**src/hdl/dqo_pkg.sv**
```systemverilog
// Shared types and constants of the dual quadrature odometer.
// Used by the scaling unit and by the top level; depends on nothing else.
`timescale 1ns / 1ps
`default_nettype none

package dqo_pkg;

  localparam int CIRC_W    = 16;  // Width of the circumference and divisor registers.
  localparam int DIST_W    = 32;  // Width of every distance result.
  localparam int CFG_IDX_W = 8;   // Width of the configuration register index.

  localparam logic [CFG_IDX_W-1:0] CFG_CIRC = 8'd0;
  localparam logic [CFG_IDX_W-1:0] CFG_PPR  = 8'd1;

  typedef enum logic [1:0] {
    SC_IDLE,
    SC_MUL,
    SC_DIV
  } scale_state_t;

  typedef enum logic [1:0] {
    TOP_IDLE,
    TOP_CALC,
    TOP_HOLD
  } top_state_t;

endpackage

`default_nettype wire

```
**src/hdl/dqo_scale.sv**
```systemverilog
// Bit-serial scaling of one wheel count: |count| * circumference / pulses,
// then sign, truncation toward zero and saturation to 32 bits. Uses dqo_pkg.
`timescale 1ns / 1ps
`default_nettype none

module dqo_scale
  import dqo_pkg::*;
#(
  parameter int COUNT_WIDTH = 32
) (
  input  wire                           clk,
  input  wire                           rst_n,
  input  wire                           start,
  input  wire        [COUNT_WIDTH-1:0]  cnt,
  input  wire        [CIRC_W-1:0]       circ,
  input  wire        [CIRC_W-1:0]       ppr,
  output logic                          done,
  output logic signed [DIST_W-1:0]      distance
);

  localparam int PW     = COUNT_WIDTH + CIRC_W;
  localparam int QW     = (PW > DIST_W) ? PW : DIST_W;
  localparam int STEP_W = $clog2(PW + 1);

  scale_state_t state_r, state_nxt;

  logic [STEP_W-1:0]  step_r, step_nxt;
  logic [PW-1:0]      acc_r, acc_nxt;
  logic [PW-1:0]      mcand_r, mcand_nxt;
  logic [CIRC_W-1:0]  mplier_r, mplier_nxt;
  logic [CIRC_W-1:0]  div_r, div_nxt;
  logic [CIRC_W-1:0]  rem_r, rem_nxt;
  logic               neg_r, neg_nxt;
  logic               done_r, done_nxt;
  logic [DIST_W-1:0]  dist_r, dist_nxt;

  logic [COUNT_WIDTH-1:0] mag;
  logic [CIRC_W:0]        trial;
  logic                   fits;
  logic [QW-1:0]          quot;
  logic                   big;

  assign mag = cnt[COUNT_WIDTH-1] ? (~cnt + 1'b1) : cnt;

  // One restoring division step: the next dividend bit enters the remainder.
  assign trial = {rem_r, acc_r[PW-1]};
  assign fits  = trial >= {1'b0, div_r};

  assign quot = QW'({acc_r[PW-2:0], fits});
  assign big  = |quot[QW-1:DIST_W-1];

  always_ff @(posedge clk) begin
    if (!rst_n) begin
      state_r <= SC_IDLE;
      done_r  <= 1'b0;
    end else begin
      state_r <= state_nxt;
      done_r  <= done_nxt;
    end
    step_r   <= step_nxt;
    acc_r    <= acc_nxt;
    mcand_r  <= mcand_nxt;
    mplier_r <= mplier_nxt;
    div_r    <= div_nxt;
    rem_r    <= rem_nxt;
    neg_r    <= neg_nxt;
    dist_r   <= dist_nxt;
  end

  always_comb begin
    state_nxt  = state_r;
    step_nxt   = step_r;
    acc_nxt    = acc_r;
    mcand_nxt  = mcand_r;
    mplier_nxt = mplier_r;
    div_nxt    = div_r;
    rem_nxt    = rem_r;
    neg_nxt    = neg_r;
    dist_nxt   = dist_r;
    done_nxt   = 1'b0;
    case (state_r)
      SC_IDLE: begin
        if (start) begin
          neg_nxt    = cnt[COUNT_WIDTH-1];
          mcand_nxt  = PW'(mag);
          acc_nxt    = '0;
          mplier_nxt = circ;
          div_nxt    = (ppr == '0) ? CIRC_W'(1) : ppr;
          rem_nxt    = '0;
          step_nxt   = '0;
          state_nxt  = SC_MUL;
        end
      end
      SC_MUL: begin
        if (mplier_r[0]) begin
          acc_nxt = acc_r + mcand_r;
        end
        mcand_nxt  = {mcand_r[PW-2:0], 1'b0};
        mplier_nxt = {1'b0, mplier_r[CIRC_W-1:1]};
        step_nxt   = step_r + 1'b1;
        if (step_r == STEP_W'(CIRC_W - 1)) begin
          step_nxt  = '0;
          state_nxt = SC_DIV;
        end
      end
      SC_DIV: begin
        // The quotient bits shift in behind the dividend in the same register.
        rem_nxt  = fits ? CIRC_W'(trial - {1'b0, div_r}) : trial[CIRC_W-1:0];
        acc_nxt  = {acc_r[PW-2:0], fits};
        step_nxt = step_r + 1'b1;
        if (step_r == STEP_W'(PW - 1)) begin
          if (neg_r) begin
            dist_nxt = big ? {1'b1, {(DIST_W-1){1'b0}}} : (~quot[DIST_W-1:0] + 1'b1);
          end else begin
            dist_nxt = big ? {1'b0, {(DIST_W-1){1'b1}}} : quot[DIST_W-1:0];
          end
          done_nxt  = 1'b1;
          state_nxt = SC_IDLE;
        end
      end
      default: begin
        state_nxt = SC_IDLE;
      end
    endcase
  end

  assign done     = done_r;
  assign distance = dist_r;

endmodule

`default_nettype wire

```
**src/hdl/dual_quadrature_odometer.sv**
```systemverilog
// Top level of the dual quadrature odometer: encoder counting, configuration
// registers and the result register. Uses dqo_pkg and two dqo_scale units.
`timescale 1ns / 1ps
`default_nettype none

// A pin sample does not stall the input and produces no result. A read starts
// both wheel scaling units side by side; each multiplies the count magnitude
// by the circumference one bit per cycle and then divides by the pulses per
// rotation one quotient bit per cycle; both results and their mean are then
// loaded into the output register. The input stalls while a read is in the
// scaling units, and while a finished read waits for the output register to
// be free; samples are taken while an earlier result still waits.

module dual_quadrature_odometer
  import dqo_pkg::*;
#(
  parameter int COUNT_WIDTH = 32
) (
  input  wire                         clk,
  input  wire                         rst_n,
  input  wire                         in_valid,
  output logic                        in_stall,
  input  wire                         in_action,
  input  wire                         in_left_a,
  input  wire                         in_left_b,
  input  wire                         in_right_a,
  input  wire                         in_right_b,
  output logic                        out_valid,
  input  wire                         out_stall,
  output logic signed [DIST_W-1:0]    out_left_distance,
  output logic signed [DIST_W-1:0]    out_right_distance,
  output logic signed [DIST_W-1:0]    out_mean_distance,
  input  wire                         cfg_valid,
  output logic                        cfg_ready,
  input  wire        [CFG_IDX_W-1:0]  cfg_index,
  input  wire        [CIRC_W-1:0]     cfg_data
);

  top_state_t state_r, state_nxt;

  logic [CIRC_W-1:0]      circ_r, ppr_r;
  logic [COUNT_WIDTH-1:0] lcnt_r, lcnt_nxt;
  logic [COUNT_WIDTH-1:0] rcnt_r, rcnt_nxt;
  logic                   la_prev_r, la_prev_nxt;
  logic                   ra_prev_r, ra_prev_nxt;
  logic                   out_valid_r, out_valid_nxt;
  logic [DIST_W-1:0]      left_r, right_r, mean_r;
  logic                   load_out;

  logic                   in_xfer;
  logic                   start;
  logic                   left_done, right_done;
  logic signed [DIST_W-1:0] left_dist, right_dist;
  logic [DIST_W:0]        sum;
  logic [DIST_W:0]        sum_adj;

  assign in_stall  = (state_r != TOP_IDLE);
  assign in_xfer   = in_valid && !in_stall;
  assign start     = in_xfer && in_action;
  assign cfg_ready = 1'b1;

  dqo_scale #(
    .COUNT_WIDTH(COUNT_WIDTH)
  ) u_left (
    .clk      (clk),
    .rst_n    (rst_n),
    .start    (start),
    .cnt      (lcnt_r),
    .circ     (circ_r),
    .ppr      (ppr_r),
    .done     (left_done),
    .distance (left_dist)
  );

  dqo_scale #(
    .COUNT_WIDTH(COUNT_WIDTH)
  ) u_right (
    .clk      (clk),
    .rst_n    (rst_n),
    .start    (start),
    .cnt      (rcnt_r),
    .circ     (circ_r),
    .ppr      (ppr_r),
    .done     (right_done),
    .distance (right_dist)
  );

  // The mean rounds toward zero, so a negative sum is nudged up by one first.
  assign sum     = {left_dist[DIST_W-1], left_dist} + {right_dist[DIST_W-1], right_dist};
  assign sum_adj = sum + {{DIST_W{1'b0}}, sum[DIST_W]};

  always_ff @(posedge clk) begin
    if (!rst_n) begin
      state_r     <= TOP_IDLE;
      circ_r      <= CIRC_W'(1);
      ppr_r       <= CIRC_W'(1);
      lcnt_r      <= '0;
      rcnt_r      <= '0;
      la_prev_r   <= 1'b0;
      ra_prev_r   <= 1'b0;
      out_valid_r <= 1'b0;
    end else begin
      state_r     <= state_nxt;
      lcnt_r      <= lcnt_nxt;
      rcnt_r      <= rcnt_nxt;
      la_prev_r   <= la_prev_nxt;
      ra_prev_r   <= ra_prev_nxt;
      out_valid_r <= out_valid_nxt;
      if (cfg_valid && cfg_ready) begin
        if (cfg_index == CFG_CIRC) begin
          circ_r <= cfg_data;
        end else if (cfg_index == CFG_PPR) begin
          ppr_r <= cfg_data;
        end
      end
    end
    if (load_out) begin
      left_r  <= left_dist;
      right_r <= right_dist;
      mean_r  <= sum_adj[DIST_W:1];
    end
  end

  always_comb begin
    lcnt_nxt    = lcnt_r;
    rcnt_nxt    = rcnt_r;
    la_prev_nxt = la_prev_r;
    ra_prev_nxt = ra_prev_r;
    if (in_xfer && !in_action) begin
      if (in_left_a != la_prev_r) begin
        lcnt_nxt = (in_left_a == in_left_b) ? lcnt_r + 1'b1 : lcnt_r - 1'b1;
      end
      if (in_right_a != ra_prev_r) begin
        rcnt_nxt = (in_right_a != in_right_b) ? rcnt_r + 1'b1 : rcnt_r - 1'b1;
      end
      la_prev_nxt = in_left_a;
      ra_prev_nxt = in_right_a;
    end
  end

  always_comb begin
    state_nxt     = state_r;
    load_out      = 1'b0;
    out_valid_nxt = out_valid_r && out_stall;
    case (state_r)
      TOP_IDLE: begin
        if (start) begin
          state_nxt = TOP_CALC;
        end
      end
      TOP_CALC: begin
        if (left_done && right_done) begin
          if (!out_valid_r || !out_stall) begin
            load_out      = 1'b1;
            out_valid_nxt = 1'b1;
            state_nxt     = TOP_IDLE;
          end else begin
            state_nxt = TOP_HOLD;
          end
        end
      end
      TOP_HOLD: begin
        // The scaling units keep their results until the next start.
        if (!out_valid_r || !out_stall) begin
          load_out      = 1'b1;
          out_valid_nxt = 1'b1;
          state_nxt     = TOP_IDLE;
        end
      end
      default: begin
        state_nxt = TOP_IDLE;
      end
    endcase
  end

  assign out_valid          = out_valid_r;
  assign out_left_distance  = left_r;
  assign out_right_distance = right_r;
  assign out_mean_distance  = mean_r;

endmodule

`default_nettype wire

```
**config.mk**
```make
export PLATFORM = sky130hd
export DESIGN_NAME = dual_quadrature_odometer
export DESIGN_NICKNAME = d
export VERILOG_FILES = /design/src/hdl/dqo_pkg.sv /design/src/hdl/dqo_scale.sv /design/src/hdl/dual_quadrature_odometer.sv
export SDC_FILE = /design/constraint.sdc
export NUM_CORES = 1
export LEC_CHECK = 0
export ABC_CLOCK_PERIOD_IN_PS = 7550
export BUFFER_PORTS_ARGS = -buffer_cell sky130_fd_sc_hd__buf_2
export CAP_MARGIN = 10
export CORE_UTILIZATION = 45
export CTS_BUF_LIST = sky130_fd_sc_hd__clkbuf_4
export CTS_CLUSTER_SIZE = 8
export DETAILED_ROUTE_END_ITERATION = 6
export GPL_ROUTABILITY_DRIVEN = 0
export PLACE_DENSITY = 0.6
export SLEW_MARGIN = 20
export SYNTH_ARGS = -nofsm -noshare
export SYNTH_HDL_FRONTEND = slang
export SYNTH_HIERARCHICAL = 1
export SYNTH_SLANG_ARGS = --single-unit
```
**constraint.sdc**
```tcl
create_clock -name clk -period 7.55 [get_ports clk]
set_input_delay 2.265 -clock clk [delete_from_list [all_inputs] [get_ports clk]]
set_output_delay 2.265 -clock clk [all_outputs]
set_load 0.03 [all_outputs]
```
# Word-level counts from Yosys, hierarchy flattened
# Cells that the tools add are included.
# classes
add_sub_neg	16
magnitude_cmp	2
eq_ne	26
n_mux	52
bitwise_logic	5
reduce_logical	45
# op_table
cell	count
$mux 32	10
$pmux 48 s3	2
$mux 48	5
$add 32x1->32 const B	6
$pmux 48 s2	2
$not 32->32	4
$pmux 16 s2	4
$add 48x48->48	2
$mux 16	5
$sub 32x1->32 const B	2
$pmux 6 s3	2
$ge 17x16->1	2
$reduce_or 17->1	2
$add 32x32->33	1
$add 33x1->33	1
$sub 16x16->16	2
$reduce_and 2->1	15
$mux 6	3
$pmux 2 s3	3
$reduce_and 3->1	6
$logic_not 16->1	1
$mux 2	8
$add 6x1->6 const B	2
$eq 6x4->1 const B	2
other kinds (18)	54
# totals
regBits	569

# Longest topological paths before layout
# Gate-level depths: netlist of the first run.
# logic_depth
depth_word	6
depth_mapped	18

# Modules after synthesis
# Netlist of the first run, hierarchy kept.
# modules_own_cells
mod	n_inst	cells_each	area_each_um2	seq_area_each_um2
dqo_scale	2	1297	12549.5	5555.3
dual_quadrature_odometer	1	1298	12445.7	4904.7

# Least setup slack after synthesis of the first run
# OpenSTA, ideal clock, no wires.
# synth_timing
path_kind	input to register
from	input port out_stall
to	register left_r[0], in the netlist out_left_distance[0], enable pin
setup_time_ns	0.553
t_arrival_ns	6.415
t_required_ns	6.997
slack_ns	0.582
cell_stages	3
path_buffers	0
cell_sequence	nand2_1 nand2_1 nor2_1
# synth_between
elab_chain_len	5
# synth_lines
element	line_no	source
start: declaration	dual_quadrature_odometer.sv:29	input wire out_stall,
$logic_not 1->1 (*)	dual_quadrature_odometer.sv:153, dual_quadrature_odometer.sv:164	
$logic_or 1x1->1 (*)	dual_quadrature_odometer.sv:153, dual_quadrature_odometer.sv:164	
$mux 1 (*)	dual_quadrature_odometer.sv:153, dual_quadrature_odometer.sv:164	
$mux 1	dual_quadrature_odometer.sv:152	if (left_done && right_done) begin
$pmux 1 s2 (*)	dual_quadrature_odometer.sv:145	case (state_r)
named net load_out	dual_quadrature_odometer.sv:48	logic load_out;
end signal: assignment	dual_quadrature_odometer.sv:118	left_r <= left_dist;
end: declaration	dual_quadrature_odometer.sv:47	logic [DIST_W-1:0] left_r, right_r, mean_r;
# The timed path passes the listed nets; every way through them passes the cells marked *.
# A chain may end at the register's enable or synchronous reset.

# Final worst setup path of the first run
# layout_timing
from	input port in_left_a
to	register lcnt_r[31]
# layout_between
elab_chain_len	2
elab_cells_between_ends	4
# layout_lines
element	line_no	source
start: declaration	dual_quadrature_odometer.sv:24	input wire in_left_a,
$eq 1x1->1 / $ne 1x1->1 (equally long branches)	dual_quadrature_odometer.sv:131, dual_quadrature_odometer.sv:130	
$mux 32 / $reduce_and 2->1 (equally long branches)	n/a	
end signal: assignment	dual_quadrature_odometer.sv:104	lcnt_r <= lcnt_nxt;
end: declaration	dual_quadrature_odometer.sv:42	logic [COUNT_WIDTH-1:0] lcnt_r, lcnt_nxt;
# Several ways; a longest one is shown, not always the timed one.

==> metrics.yaml, run 1 <==
status: "finished, final reports clean"
grt_max_degree: 87
cts_made_buffers: 162
worstSetupPathType: "in -> reg"
synth_common_cells: "edfxtp_1 (462), nand2_1 (389), o21ai_0 (283)"
setup_tns_ns: 0
cp.required_ns: 8.49
start_util: 0.456
met3_usage: 0.0406
dr.pass1.iters: 5
fin_nets: 4323
min_path_type: "reg -> reg"
path_max_fanout: 15
grt-ovfl-total: 0
drc: 0
ant_nets: 0
netlist_top_cells_area: "edfxtp_1 (37%), ha_1 (7.9%), dfxtp_1 (5.7%)"
vias: 29800
synth_top_area_frac: 0.370
ctsHtreeMaxLevel: 4
switchingPower_mw: 2.66
ys_types: 103
rows: 105
busiest_layer: "met2"
grt_usage: 0.221
max_freq_mhz: 181
maxCapViolations: 0
avgSynthCellArea_um2: 9.65
rsz0062_at_grt: "no"
yosys.area.top_type: "edfxtp_1"
finalCriticalPeriod_ns: 5.52
slew_headroom: 0.318
synth_warnings: 6
slew_viol_final: 0
irDropWorstVdd_uv: 146
post_cts_buffers: 0
powerDensity_nw_per_um2: 205
setup_ws_ns: 2.03
fill_cells: 7718
grt_pass1_vias: 28000
finalCritPeriodShare: 0.731
synth_edf_count: 462
synth_flop_cell: "edfxtp_1"
hold_violations: 0
cts_hold_buf: 0
die_h_um: 291
drive_gt1_frac: 0.131
preCtsSetupSlack_ns: 1.07
port_buffers: 131
finalSetupViolations: 0
yosysSeqAreaShare: 0.427
yosysMostFrequentCell: "edfxtp_1"
worstSetupStartpointType: "input port"
grt_use_met2: 0.342
use_met1: 0.308
p_clk_frac: 0.347
synth_area_um2: 37500
dpl.hpwl_um: 69200
fin_skew_ns: 0.0700
netSwitchingFraction: 0.313
chipWidth_um: 291
wl_um: 94600
clock_sinks: 569
root_buffer: "clkbuf_4"
p_leak_nw: 16.2
grt_pass1_wl_um: 151000
ys_seq_elements: 569
tightest_slew_ns: 1.02
ios: 133
synth_nets: 4170
intPower_mw: 5.84
endpoint_kind: "flop"
post_drt_via_cell_ratio: 5.67
clk_pin_slew_worst_paths_ns: 0.06
die_area_um2: 84600
areaGrowthSynthToFinish_pct: 10.2
clk_path_buf_depth: 3
cts-resized-gates: 0
coreArea_um2: 82400
async_flop_share: 0
worstSkewPairLatency_ns: 1.05
worst_ep_arrival_time_ns: 6.46
antenna_found_initial: 2
synthCells: 3892
wl_per_cell_um: 18.0
cts_tree: "done"
comb_power_share: 0.208
drtIter0Drc: 2116
seqPwrFrac: 0.446
[sequential cells by signal, summed over array words and instances (netlist names), 16 cells and up]
name / cells
u_left/rem_r: 16
out_left_distance: 32
u_left/mcand_r: 48
u_right/div_r: 16
u_right/acc_r: 48
u_right/distance: 32
out_mean_distance: 32
ppr_r: 16
u_right/rem_r: 16
u_left/acc_r: 48
u_right/mcand_r: 48
u_left/distance: 32
u_left/mplier_r: 16
u_right/mplier_r: 16
lcnt_r: 32
out_right_distance: 32
u_left/div_r: 16
rcnt_r: 32
circ_r: 16
[power by group through the flow]
stage	clock (mW)	combinational [mW]	sequential, mW
floorplan	0	1.38	3.77
detailed placement	0	1.75	3.85
CTS	3.06	1.76	3.78
finish	2.94	1.77	3.78
global route	3.22	1.98	3.81
global placement	0	1.74	3.85
[metal layers]
metal,part of all wire,wire [um]
met1,0.48,45600
met2,0.44,41600
met3,0.049,4600
met4,0.029,2750
met5,0,0
[path summary, 6_finish.rpt]
kind,start,end,slack [ns],depth (start not counted)
worst max-delay path,in_left_a,lcnt_r[31],2.03,14
worst min-delay path,u_right/distance[25],out_right_distance[25],0.47,0
worst max register to register,u_right/distance[0],out_mean_distance[31],3.20,17
worst min register to register,u_right/distance[25],out_right_distance[25],0.47,0
[layout by cell type, fill, tap and decap left out, types with 97 or more instances in the layout]
cell	Yosys	routed
nand2_1	389	389
clkbuf_4	0	238
dfxtp_1	107	106
ha_1	237	235
a21oi_1	218	218
o21ai_0	283	279
xnor2_1	129	128
edfxtp_1	462	462
nor2b_1	97	97
buf_2	6	131
nor2_1	238	236
inv_1	156	156
xor2_1	144	144
a21o_1	112	112
[stage by stage]
stage	cell area [um^2]	util	power, mW	hold WS (ns)	std cells
3_5_place_dp	39200	0.476	5.60	0.459	4951
5_1_grt	41300	0.502	9.01	0.476	5244
4_1_cts	41300	0.502	8.60	0.472	5241
3_3_place_gp	39200	0.476	5.59	0.458	4951
6_report	41400	0.502	8.50	0.468	5249
2_1_floorplan	37500	-	5.15	0.431	3892
[kinds of logic (layout without fill, tap and decap cells)]
| kind of cell | after synthesis | after routing | share of synthesized area |
|---|---|---|---|
| and+or+nand+nor | 1274 | 1274 | 0.171 |
| AOI/OAI and AO/OA | 1102 | 1102 | 0.196 |
| DFF | 569 | 569 | 0.427 |
| buffers and inverters | 335 | 614 | 0.0342 |
| xor gates and xnor gates | 274 | 274 | 0.0641 |
| adders and majority gates | 244 | 244 | 0.0827 |
| muxes | 93 | 93 | 0.0259 |
| other | 1 | 9 | 0.0000999 |
[cell type report]
cell class	instances	area, um^2	share of cell area
Multi-Input combinational cell	2988	20400	0.492
Sequential cell	569	16000	0.387
Clock buffer	238	1790	0.0432
Tap cell	1070	1340	0.0324
Timing Repair Buffer	166	918	0.0222
Inverter	158	593	0.0143
Clock inverter	52	328	0.00793
Antenna cell	8	20.0	0.000484
[critical path, stage by stage]
cell and delay [ns]:
buf_2 0.12, xnor2_1 0.56, inv_1 0.47, ha_1 0.49, o21a_1 0.18, a211oi_1 0.12, or4_1 0.56, a2111oi_1 0.51
o21ai_1 0.20, o31ai_2 0.34, a21oi_1 0.16, mux2i_1 0.21, nand3_1 0.10, a21boi_1 0.17
Note: power is estimated with default switching activity, not from simulation.
==> run 2, diff against run 1 <==
Settings changed: ABC_CLOCK_PERIOD_IN_PS 7550 to 4790, PLACE_DENSITY 0.6 to 0.62.
Clock period 7.55 ns to 4.79 ns, I/O delays scaled along.
==> run 2 against run 1 <==
Against the previous run: via count increased by 0.74%; first-iteration DRC count decreased by 4.1%; highest routed layer unchanged; global-route usage increased by 0.30 points.
==> metrics.yaml, run 2 (synthesis results as in run 1) <==
root_buffer: "clkbuf_4"
grt_pass1_vias: 28300
wl_per_cell_um: 18.0
chipWidth_um: 291
clk_pin_slew_worst_paths_ns: 0.06
tightest_slew_ns: 1.04
fin_hold_ws_ns: 0.452
clock_sinks: 569
design_area_um2: 41800
total_power_mw: 13.3
max_freq_mhz: 232
min_path_type: "reg -> reg"
cts_hold_buf: 0
seqCellArea_um2: 16000
worstSetupPathType: "reg -> reg"
finalCriticalPeriod_ns: 4.31
fin_skew_ns: 0.0665
netSwitchingFraction: 0.313
grt_max_degree: 97
cts_tree: "done"
slew_headroom: 0.306
irDropWorstVdd_uv: 240
dr.pass1.iters: 6
drtIter0Drc: 2030
areaGrowthSynthToFinish_pct: 11.4
p_leak_nw: 16.6
cp_slowest_cell: "edfxtp_1"
cts_made_buffers: 156
finalCritPeriodShare: 0.899
final_common_cell: "edfxtp_1"
path_max_fanout: 7
slew_viol_final: 0
endpoint_kind: "flop"
cts-resized-gates: 0
cp_top_family: "simple AND/OR/NAND/NOR gates"
fill_cells: 7715
comb_power_share: 0.215
seqPwrFrac: 0.448
start_util: 0.456
grt_pass1_wl_um: 153000
ant_nets: 0
powerDensity_nw_per_um2: 319
wl_um: 95400
p_clk_frac: 0.336
dpl_cell_area_um2: 39800
port_buffers: 131
rsz0062_at_grt: "no"
grt_usage: 0.224
drc: 0
vias: 30000
rows: 105
grt-ovfl-total: 0
finalSetupViolations: 0
post_drt_via_cell_ratio: 5.66
ios: 133
timing.critical_path.buf_inv: 0
cp.required_ns: 5.53
multiInputGateArea_um2: 20400
fin_nets: 4384
critPathMaxStageDelay_ns: 0.48
intPower_mw: 9.15
antenna_found_initial: 2
setup_tns_ns: 0
worstSetupStartpointType: "flop"
switchingPower_mw: 4.17
worstSkewPairLatency_ns: 1.02
maxCapViolations: 0
setup_ws_ns: 0.483
worst_ep_arrival_time_ns: 5.05
hold_violations: 0
coreArea_um2: 82400
die_h_um: 291
preCtsSetupSlack_ns: -0.214
die_area_um2: 84600
clk_path_buf_depth: 3
mostFrequentLayoutCells: "edfxtp_1 (462), nand2_1 (388), o21ai_0 (279), nor2_1 (236), ha_1 (235)"
dpl.hpwl_um: 70600
path_cells: "ha_1, a21oi_2, nand2_1, o21ai_1, a211oi_2, o2111a_1, nor2_1, and2_1, ha_1, and3_1, nand4_1, nor4_2, o211ai_1, nor4_2, xor2_1"
drive_gt1_frac: 0.145
post_cts_buffers: 0
status: "finished, final reports clean"
ctsHtreeMaxLevel: 4
[run 2: per-layer routing]
metal,global-route usage,up-vias,part of all wire
met2,0.344,775,0.44
met5,0,-,0
met1,0.319,14100,0.49
li1,-,15000,-
met4,0.0759,0,0.025
met3,0.0392,160,0.049
[run 2: path summary, 6_finish.rpt]
check             slack (ns)                      to  depth (start not counted)            startpoint
setup / recovery        0.48   out_mean_distance[31]                         15   u_right/distance[7]
hold / removal          0.45  out_right_distance[25]                          0  u_right/distance[25]
setup reg to reg        0.48   out_mean_distance[31]                         15   u_right/distance[7]
hold reg to reg         0.45  out_right_distance[25]                          0  u_right/distance[25]
[run 2: worst register-to-register path: stages (launching register included)]
cell and delay [ns]:
edfxtp_1 0.48, ha_1 0.43, a21oi_2 0.32, nand2_1 0.18, o21ai_1 0.26, a211oi_2 0.15, o2111a_1 0.28, nor2_1 0.34
and2_1 0.25, ha_1 0.17, and3_1 0.25, nand4_1 0.14, nor4_2 0.27, o211ai_1 0.25, nor4_2 0.21, xor2_1 0.09
[run 2: power groups by stage]
stage	clock network, mW	logic, mW	registers, mW
6_report	4.48	2.87	5.97
5_1_grt	4.93	3.20	6.00
4_1_cts	4.67	2.85	5.97
3_5_place_dp	0	2.84	6.07
3_3_place_gp	0	2.82	6.07
2_1_floorplan	0	2.17	5.93
[run 2: cell type report]
cell class | instances | area share
Antenna cell | 2 | 0.000120
Clock buffer | 230 | 0.0413
Clock inverter | 50 | 0.00766
Inverter | 158 | 0.0142
Multi-Input combinational cell | 2988 | 0.487
Sequential cell | 569 | 0.383
Tap cell | 1070 | 0.0320
Timing Repair Buffer | 233 | 0.0352
[run 2: metrics by stage]
stage	cells	utilization
finish	5300	0.508
CTS	5298	0.508
floorplan	3892	-
global route	5299	0.508
detailed placement	5018	0.483
global placement	5018	0.483
